`config.mk`:
```
export PLATFORM = sky130hd
export DESIGN_NAME = sha1_stream_hasher_unit
export DESIGN_NICKNAME = d
export VERILOG_FILES = /design/src/rtl/sha1sh_pkg.sv /design/src/rtl/sha1sh_ctrl.sv /design/src/rtl/sha1sh_dp.sv /design/src/rtl/sha1_stream_hasher_unit.sv
export SDC_FILE = /design/constraint.sdc
export NUM_CORES = 2
export LEC_CHECK = 0
export ABC_AREA = 1
export BUFFER_PORTS_ARGS = -buffer_cell sky130_fd_sc_hd__buf_2
export CAP_MARGIN = 5
export CORE_ASPECT_RATIO = 1.4
export CORE_MARGIN = 5
export CORE_UTILIZATION = 30
export CTS_BUF_LIST = sky130_fd_sc_hd__clkbuf_16
export DETAILED_ROUTE_END_ITERATION = 12
export PLACE_DENSITY = 0.51
export REMOVE_ABC_BUFFERS = 1
export SKIP_LAST_GASP = 1
export SLEW_MARGIN = 10
export SYNTH_ARGS = -nofsm -noshare
export SYNTH_HDL_FRONTEND = slang
export SYNTH_HIERARCHICAL = 1
export SYNTH_SLANG_ARGS = --single-unit
```
`constraint.sdc`:
```
create_clock -name clk -period 18.5 [get_ports clk]
set_input_delay 0.925 -clock clk [delete_from_list [all_inputs] [get_ports clk]]
set_output_delay 0.925 -clock clk [all_outputs]
set_load 0.005 [all_outputs]
```
`src/rtl/sha1sh_pkg.sv`:
```
package sha1sh_pkg;

  localparam int unsigned NUM_H = 5;
  localparam int unsigned NUM_W = 16;

  localparam logic [1:0] KIND_BYTE    = 2'd0;
  localparam logic [1:0] KIND_FINISH  = 2'd1;
  localparam logic [1:0] KIND_RESTART = 2'd2;

  localparam logic [6:0] ROUND_STG1 = 7'd20;
  localparam logic [6:0] ROUND_STG2 = 7'd40;
  localparam logic [6:0] ROUND_STG3 = 7'd60;
  localparam logic [6:0] ROUND_LAST = 7'd79;

  localparam logic [5:0] POS_PAD_END    = 6'd56;
  localparam logic [5:0] POS_BLOCK_LAST = 6'd63;
  localparam logic [7:0] PAD_BYTE       = 8'h80;
  localparam logic [2:0] WORD_IDX_LAST  = 3'd4;

  localparam logic [31:0] H_INIT [NUM_H] = '{
    32'h67452301, 32'hEFCDAB89, 32'h98BADCFE, 32'h10325476, 32'hC3D2E1F0
  };

  typedef enum logic [1:0] {
    STG_CH,
    STG_PAR0,
    STG_MAJ,
    STG_PAR1
  } sha1sh_stage_t;

  typedef enum logic [1:0] {
    SRC_IN,
    SRC_PAD,
    SRC_ZERO,
    SRC_LEN
  } sha1sh_src_t;

  typedef enum logic [2:0] {
    ST_IDLE,
    ST_PAD,
    ST_ROUND,
    ST_ADD,
    ST_EMIT
  } sha1sh_state_t;

  typedef struct packed {
    logic          absorb;
    sha1sh_src_t   src;
    logic          load_work;
    logic          round;
    sha1sh_stage_t stage;
    logic          add;
    logic          restart;
    logic          len_cap;
    logic [2:0]    word_idx;
  } sha1sh_cmd_t;

  typedef struct packed {
    logic cnt_last;
    logic cnt_pad_end;
  } sha1sh_sts_t;

  function automatic logic [31:0] round_f(input sha1sh_stage_t stage, input logic [31:0] b,
                                          input logic [31:0] c, input logic [31:0] d);
    logic [31:0] f;
    unique case (stage)
      STG_CH:  f = (b & c) | (~b & d);
      STG_MAJ: f = (b & c) | (b & d) | (c & d);
      default: f = b ^ c ^ d;
    endcase
    return f;
  endfunction

  function automatic logic [31:0] round_k(input sha1sh_stage_t stage);
    logic [31:0] k;
    unique case (stage)
      STG_CH:   k = 32'h5a827999;
      STG_PAR0: k = 32'h6ed9eba1;
      STG_MAJ:  k = 32'h8f1bbcdc;
      default:  k = 32'hca62c1d6;
    endcase
    return k;
  endfunction

endpackage

```
`src/rtl/sha1sh_ctrl.sv`:
```
module sha1sh_ctrl (
  input  logic                    clk,
  input  logic                    rst_n,
  input  logic                    in_valid,
  output logic                    in_stall,
  input  logic [1:0]              in_kind,
  output logic                    out_valid,
  input  logic                    out_stall,
  output logic [2:0]              out_word_index,
  output logic                    out_last,
  input  sha1sh_pkg::sha1sh_sts_t sts,
  output sha1sh_pkg::sha1sh_cmd_t cmd
);
  import sha1sh_pkg::*;

  sha1sh_state_t state_r, state_nxt;
  logic [6:0]    rnd_r, rnd_nxt;
  logic          first_r, first_nxt;
  logic          len_act_r, len_act_nxt;
  logic          ret_pad_r, ret_pad_nxt;
  logic          final_r, final_nxt;
  logic          finished_r, finished_nxt;
  logic [2:0]    idx_r, idx_nxt;

  logic in_take;
  logic take_byte;
  logic take_finish;
  logic take_restart;
  logic is_len;
  logic out_take;

  assign in_take      = in_valid && (state_r == ST_IDLE);
  assign take_restart = in_take && (in_kind == KIND_RESTART);
  assign take_byte    = in_take && (in_kind == KIND_BYTE) && !finished_r;
  assign take_finish  = in_take && (in_kind == KIND_FINISH) && !finished_r;
  // length bytes start once the zero fill reaches the length field
  assign is_len       = !first_r && (len_act_r || sts.cnt_pad_end);
  assign out_take     = (state_r == ST_EMIT) && !out_stall;

  always_comb begin
    state_nxt    = state_r;
    rnd_nxt      = 7'd0;
    first_nxt    = first_r;
    len_act_nxt  = len_act_r;
    ret_pad_nxt  = ret_pad_r;
    final_nxt    = final_r;
    finished_nxt = finished_r;
    idx_nxt      = idx_r;
    unique case (state_r)
      ST_IDLE: begin
        if (take_restart) begin
          finished_nxt = 1'b0;
        end else if (take_byte && sts.cnt_last) begin
          state_nxt   = ST_ROUND;
          ret_pad_nxt = 1'b0;
          final_nxt   = 1'b0;
        end else if (take_finish) begin
          state_nxt    = ST_PAD;
          first_nxt    = 1'b1;
          len_act_nxt  = 1'b0;
          finished_nxt = 1'b1;
        end
      end
      ST_PAD: begin
        first_nxt = 1'b0;
        if (is_len) begin
          len_act_nxt = 1'b1;
        end
        if (sts.cnt_last) begin
          state_nxt   = ST_ROUND;
          ret_pad_nxt = 1'b1;
          final_nxt   = is_len;
        end
      end
      ST_ROUND: begin
        rnd_nxt = rnd_r + 7'd1;
        if (rnd_r == ROUND_LAST) begin
          state_nxt = ST_ADD;
        end
      end
      ST_ADD: begin
        if (final_r) begin
          state_nxt = ST_EMIT;
          idx_nxt   = 3'd0;
        end else if (ret_pad_r) begin
          state_nxt = ST_PAD;
        end else begin
          state_nxt = ST_IDLE;
        end
      end
      ST_EMIT: begin
        if (out_take) begin
          idx_nxt = idx_r + 3'd1;
          if (idx_r == WORD_IDX_LAST) begin
            state_nxt = ST_IDLE;
          end
        end
      end
      default: state_nxt = ST_IDLE;
    endcase
  end

  always_comb begin
    cmd          = '0;
    cmd.src      = SRC_IN;
    cmd.stage    = STG_CH;
    cmd.word_idx = idx_r;
    in_stall     = (state_r != ST_IDLE);
    out_valid    = (state_r == ST_EMIT);
    unique case (state_r)
      ST_IDLE: begin
        cmd.restart   = take_restart;
        cmd.len_cap   = take_finish;
        cmd.absorb    = take_byte;
        cmd.load_work = take_byte && sts.cnt_last;
      end
      ST_PAD: begin
        cmd.absorb    = 1'b1;
        cmd.load_work = sts.cnt_last;
        if (first_r) begin
          cmd.src = SRC_PAD;
        end else if (is_len) begin
          cmd.src = SRC_LEN;
        end else begin
          cmd.src = SRC_ZERO;
        end
      end
      ST_ROUND: begin
        cmd.round = 1'b1;
        if (rnd_r < ROUND_STG1) begin
          cmd.stage = STG_CH;
        end else if (rnd_r < ROUND_STG2) begin
          cmd.stage = STG_PAR0;
        end else if (rnd_r < ROUND_STG3) begin
          cmd.stage = STG_MAJ;
        end else begin
          cmd.stage = STG_PAR1;
        end
      end
      ST_ADD: begin
        cmd.add = 1'b1;
      end
      ST_EMIT: begin
      end
      default: begin
      end
    endcase
  end

  assign out_word_index = idx_r;
  assign out_last       = (idx_r == WORD_IDX_LAST);

  always_ff @(posedge clk) begin
    if (!rst_n) begin
      state_r    <= ST_IDLE;
      rnd_r      <= 7'd0;
      first_r    <= 1'b0;
      len_act_r  <= 1'b0;
      ret_pad_r  <= 1'b0;
      final_r    <= 1'b0;
      finished_r <= 1'b0;
      idx_r      <= 3'd0;
    end else begin
      state_r    <= state_nxt;
      rnd_r      <= rnd_nxt;
      first_r    <= first_nxt;
      len_act_r  <= len_act_nxt;
      ret_pad_r  <= ret_pad_nxt;
      final_r    <= final_nxt;
      finished_r <= finished_nxt;
      idx_r      <= idx_nxt;
    end
  end

endmodule

```
`src/rtl/sha1sh_dp.sv`:
```
module sha1sh_dp (
  input  logic                    clk,
  input  logic                    rst_n,
  input  logic [7:0]              in_data_byte,
  input  sha1sh_pkg::sha1sh_cmd_t cmd,
  output sha1sh_pkg::sha1sh_sts_t sts,
  output logic [31:0]             out_digest_word
);
  import sha1sh_pkg::*;

  logic [31:0] blk_r [NUM_W];
  logic [31:0] blk_nxt [NUM_W];
  logic [31:0] h_r [NUM_H];
  logic [31:0] h_nxt [NUM_H];
  logic [31:0] a_r, b_r, c_r, d_r, e_r;
  logic [5:0]  cnt_r;
  logic [54:0] blocks_r;
  logic [63:0] len_r;

  logic [7:0]  byte_sel;
  logic [31:0] w_new;
  logic [31:0] t_sum;

  always_comb begin
    case (cmd.src)
      SRC_IN:   byte_sel = in_data_byte;
      SRC_PAD:  byte_sel = PAD_BYTE;
      SRC_LEN:  byte_sel = len_r[63:56];
      default:  byte_sel = 8'h00;
    endcase
  end

  // next schedule word, built from the window that holds w[t]..w[t+15]
  always_comb begin
    w_new = blk_r[13] ^ blk_r[8] ^ blk_r[2] ^ blk_r[0];
    w_new = {w_new[30:0], w_new[31]};
  end

  assign t_sum = {a_r[26:0], a_r[31:27]} + round_f(cmd.stage, b_r, c_r, d_r) + e_r
               + round_k(cmd.stage) + blk_r[0];

  always_comb begin
    for (int i = 0; i < NUM_W; i++) begin
      blk_nxt[i] = blk_r[i];
    end
    if (cmd.absorb) begin
      // shift the block left one byte, big-endian packing
      for (int i = 0; i < NUM_W - 1; i++) begin
        blk_nxt[i] = {blk_r[i][23:0], blk_r[i+1][31:24]};
      end
      blk_nxt[NUM_W-1] = {blk_r[NUM_W-1][23:0], byte_sel};
    end else if (cmd.round) begin
      for (int i = 0; i < NUM_W - 1; i++) begin
        blk_nxt[i] = blk_r[i+1];
      end
      blk_nxt[NUM_W-1] = w_new;
    end
  end

  always_comb begin
    for (int i = 0; i < NUM_H; i++) begin
      h_nxt[i] = h_r[i];
    end
    if (cmd.restart) begin
      for (int i = 0; i < NUM_H; i++) begin
        h_nxt[i] = H_INIT[i];
      end
    end else if (cmd.add) begin
      h_nxt[0] = h_r[0] + a_r;
      h_nxt[1] = h_r[1] + b_r;
      h_nxt[2] = h_r[2] + c_r;
      h_nxt[3] = h_r[3] + d_r;
      h_nxt[4] = h_r[4] + e_r;
    end
  end

  always_ff @(posedge clk) begin
    for (int i = 0; i < NUM_W; i++) begin
      blk_r[i] <= blk_nxt[i];
    end
    if (cmd.load_work) begin
      a_r <= h_r[0];
      b_r <= h_r[1];
      c_r <= h_r[2];
      d_r <= h_r[3];
      e_r <= h_r[4];
    end else if (cmd.round) begin
      a_r <= t_sum;
      b_r <= a_r;
      c_r <= {b_r[1:0], b_r[31:2]};
      d_r <= c_r;
      e_r <= d_r;
    end
    if (cmd.len_cap) begin
      len_r <= {blocks_r, cnt_r, 3'b000};
    end else if (cmd.absorb && (cmd.src == SRC_LEN)) begin
      len_r <= {len_r[55:0], 8'h00};
    end
  end

  always_ff @(posedge clk) begin
    if (!rst_n) begin
      for (int i = 0; i < NUM_H; i++) begin
        h_r[i] <= H_INIT[i];
      end
      cnt_r    <= 6'd0;
      blocks_r <= 55'd0;
    end else begin
      for (int i = 0; i < NUM_H; i++) begin
        h_r[i] <= h_nxt[i];
      end
      if (cmd.restart) begin
        cnt_r    <= 6'd0;
        blocks_r <= 55'd0;
      end else if (cmd.absorb) begin
        cnt_r <= cnt_r + 6'd1;
        if (cnt_r == POS_BLOCK_LAST) begin
          blocks_r <= blocks_r + 55'd1;
        end
      end
    end
  end

  assign sts.cnt_last    = (cnt_r == POS_BLOCK_LAST);
  assign sts.cnt_pad_end = (cnt_r == POS_PAD_END);
  assign out_digest_word = h_r[cmd.word_idx];

endmodule

```
`src/rtl/sha1_stream_hasher_unit.sv`:
```
// Byte and restart requests are accepted while idle; the 64th byte of a block starts compression
// (80 rounds on the shared round unit, one chaining add), during which in_stall holds off
// further bytes. A finish walks the padding one byte a cycle, compresses one or two
// blocks, then offers the five digest words one per cycle while out_stall is low, h0 first.
// Synchronous active-low reset loads the initial chaining values and clears the byte
// count, block count and finished flag; the block buffer comes up unknown.
module sha1_stream_hasher_unit (
  input  logic        clk,
  input  logic        rst_n,
  input  logic        in_valid,
  output logic        in_stall,
  input  logic [1:0]  in_kind,
  input  logic [7:0]  in_data_byte,
  output logic        out_valid,
  input  logic        out_stall,
  output logic [31:0] out_digest_word,
  output logic [2:0]  out_word_index,
  output logic        out_last
);
  import sha1sh_pkg::*;

  sha1sh_cmd_t cmd;
  sha1sh_sts_t sts;

  sha1sh_ctrl u_ctrl (
    .clk            (clk),
    .rst_n          (rst_n),
    .in_valid       (in_valid),
    .in_stall       (in_stall),
    .in_kind        (in_kind),
    .out_valid      (out_valid),
    .out_stall      (out_stall),
    .out_word_index (out_word_index),
    .out_last       (out_last),
    .sts            (sts),
    .cmd            (cmd)
  );

  sha1sh_dp u_dp (
    .clk             (clk),
    .rst_n           (rst_n),
    .in_data_byte    (in_data_byte),
    .cmd             (cmd),
    .sts             (sts),
    .out_digest_word (out_digest_word)
  );

endmodule
```
==> flow_metrics.env <==
export IMPL_rsz0062_at_grt="false"
export IMPL_clk_path_buf_depth=3
export IMPL_cpMostUsedCell="nand2_1"
export IMPL_worstSetupEndpointType="flop"
export IMPL_peakVddDrop_uv=128.5
export IMPL_max_freq_mhz=155.2
export IMPL_antenna_left=0
export IMPL_path_clk_slew_ns=0.07
export IMPL_ctsRootBufferMaster="clkbuf_16"
export IMPL_cts_tree="done"
export IMPL_routed_via_density=4.879
export IMPL_antenna_found_initial=6
export IMPL_drt_wirelength_per_cell_um=21.17
export IMPL_hold_violations=0
export IMPL_post_route_drc_count=0
export IMPL_die_y_um=535.9
export IMPL_h_tree_depth=3
export IMPL_tightest_slew_ns=1.153
export IMPL_start_kind="flop"
export IMPL_first_pass_iters=8
export IMPL_die_area_um2=206700
export IMPL_min_period_ns=6.443
export IMPL_drt_total_wl_um=218500
export IMPL_max_slew_margin=0.2315
export IMPL_fin_tns_setup_ns=0
export IMPL_die_x_um=385.7
export IMPL_outcome="finished, final reports clean"
export IMPL_num_vias=50369
export IMPL_drive_above_1_share=0.04266
export IMPL_start_util=0.3008
export IMPL_grt_max_degree=215
export IMPL_worstHoldPathType="flop to flop"
export IMPL_fin_util=0.3336
export IMPL_worst_path_largest_cell_delay_ns=0.56
export IMPL_first_iter_violations=3559
export IMPL_synth_top_area_frac=0.3714
export IMPL_syn_area_per_cell_um2=7.747
export IMPL_ys_seq_elements=972
export IMPL_crit_fanout=32
export IMPL_maxCapViolations=0
export IMPL_path_class="flop to flop"
export IMPL_power_density_nw_per_um2=167.6
export IMPL_leakage_nw=28.13
export IMPL_setup_violations_final=0
export IMPL_fillCellCount=21199
export IMPL_first_global_vias=49969
export IMPL_slew_violations=0
export IMPL_core_um2=197000
export IMPL_grtUsageTotal=0.2065
export IMPL_yosys_warnings=6
export IMPL_ios=52
export IMPL_synthCells=7651
export IMPL_yosysSeqAreaShare=0.4521
export IMPL_gp_congestion=0.9845
export IMPL_grt_pass1_wl_um=319600
export IMPL_post_cts_resized=0
export IMPL_synthDistinctLibCells=52
export IMPL_fin_area_um2=65740
export IMPL_critPathBufInv=7
export IMPL_cpMaxStageDelayCell="fa_1"
export IMPL_portBuffers=51
export IMPL_core_rowCount=193
export IMPL_final_nets=7935
export IMPL_area_growth_pct=10.91
export IMPL_post_dp_cell_area_um2=62200
export IMPL_yosys_top_cells_area="edfxtp_1 (37%), nand2_1 (17%), dfxtp_1 (8.1%), inv_1 (5.8%), o21ai_0 (5.0%)"
export IMPL_dp_hpwl_um=166600
export IMPL_crit_required_ns=18.98
export IMPL_critPathArrivalTime_ns=6.92
export IMPL_yosys_area_top_type="edfxtp_1"
export IMPL_power_w=0.01102
export IMPL_clock_skew_ns=0.05389
export IMPL_hold_worst_slack_ns=0.4494
export IMPL_clock_sinks=972
export IMPL_post_cts_setup_buffer_count=0
export IMPL_ctsHoldBuffers=0
export IMPL_synth_cell_area_um2=59270
export IMPL_cp_top_family="adder cells"
export IMPL_insertion_delay_ns=0.76
export IMPL_cts_buffers=109
export IMPL_overflow=0
export IMPL_min_period_over_period=0.3482
==> kinds of logic after synthesis <==
kind of cell,synth area share
compound gates,0.1073
xor+xnor,0.02276
fa+ha+maj,0.08465
buf+inv,0.07713
flops,0.4521
simple gates,0.2561
==> flip-flops by register name, summed over array words and instances, names as in the netlist <==
register	cells
u_dp/blk_r	512
u_dp/h_r	160
u_dp/len_r	61
u_dp/blocks_r	55
u_dp/a_r	32
u_dp/b_r	32
u_dp/c_r	32
u_dp/d_r	32
u_dp/e_r	32
u_ctrl/rnd_r	7
u_dp/cnt_r	6
u_ctrl/out_word_index	3
u_ctrl/state_r	3
u_ctrl/final_r	1
u_ctrl/finished_r	1
u_ctrl/first_r	1
u_ctrl/len_act_r	1
u_ctrl/ret_pad_r	1
==> layer usage <==
| metal | vias to the layer above | routed length (um) | GRT usage |
|---|---|---|---|
| li1 | 24714 | - | - |
| met1 | 24095 | 86540 | 0.2381 |
| met2 | 1147 | 107800 | 0.3653 |
| met3 | 407 | 8648 | 0.02459 |
| met4 | 6 | 15500 | 0.1246 |
| met5 | - | 28 | 0 |
==> power by group <==
part | leakage, nW | total, W | switching (W) | internal (W)
sequential | 8.76 | 0.00415 | 0.000495 | 0.00366
combinational | 17.5 | 0.00468 | 0.00323 | 0.00146
clock | 1.82 | 0.00218 | 0.000976 | 0.00121
==> area by class of cell <==
type                       count  area, um2  share of cell area
clock buffer                 109       2728             0.04149
timing repair buffer          96      618.1            0.009402
clock inverter                96      803.3             0.01222
tap                         2632       3293             0.05009
multi-input combinational   5478      27960              0.4253
inverter                     938       3538             0.05382
sequential                   972      26800              0.4076
antenna                        2      5.005          0.00007613
==> cells in the final DEF, fill, tap and decap left out, drive strengths merged, types with 31 or more instances in the layout <==
master / Yosys / final
buf: 57 / 96
nand2: 2711 / 2711
a21oi: 479 / 479
clkbuf: 206 / 109
o21ai: 595 / 595
inv: 933 / 969
edfxtp: 733 / 733
dfxtp: 239 / 239
clkinv: 5 / 48
nor3: 66 / 66
xnor2: 91 / 91
fa: 125 / 125
o22ai: 31 / 31
nor2: 562 / 562
xor2: 63 / 63
nand3: 312 / 312
nand4: 71 / 71
ha: 201 / 201
==> worst paths after layout <==
path | end | from | cells past startpoint | slack, ns
worst max-delay path | u_dp/a_r[19] | u_ctrl/state_r[1] | 30 | 12.06
worst min-delay path | u_ctrl/rnd_r[0] | u_ctrl/rnd_r[0] | 1 | 0.45
worst max register to register | u_dp/a_r[19] | u_ctrl/state_r[1] | 30 | 12.06
worst min register to register | u_ctrl/rnd_r[0] | u_ctrl/rnd_r[0] | 1 | 0.45
==> worst reg2reg max path, delay by kind of cell (launching register included) <==
family	cells	cell delay [ns]
AOI/OAI and AO/OA	3	0.85
adders and majority gates	6	2.24
buffers and inverters	7	1.08
DFF	1	0.39
and+or+nand+nor	14	1.63
==> cells in the mapped netlist, drive strengths merged <==
cell type / number
inv: 933
o21a: 12
edfxtp: 733
and3: 1
clkbuf: 206
a32oi: 3
o21bai: 27
nor2: 562
nand2b: 2
nand4: 71
a21boi: 6
o211ai: 11
xnor2: 91
fa: 125
nand3: 312
nand2: 2711
a211oi: 1
ha: 201
buf: 57
a221oi: 2
a21oi: 479
o22ai: 31
o221ai: 3
a311oi: 1
nor3: 66
dfxtp: 239
or2: 28
a31oi: 30
o21ai: 595
nor4: 12
xor2: 63
clkinv: 5
o31ai: 2
a21o: 11
nand3b: 16
nor3b: 3
==> metrics by stage <==
step	std cells	worst slack (ns)
after floorplan	7388	-46.26
after global placement	10116	11.34
after detailed placement	10116	11.24
after CTS	10321	11.97
after global routing	10323	11.52
final	10323	12.06
(Power assumes the default switching activity.)
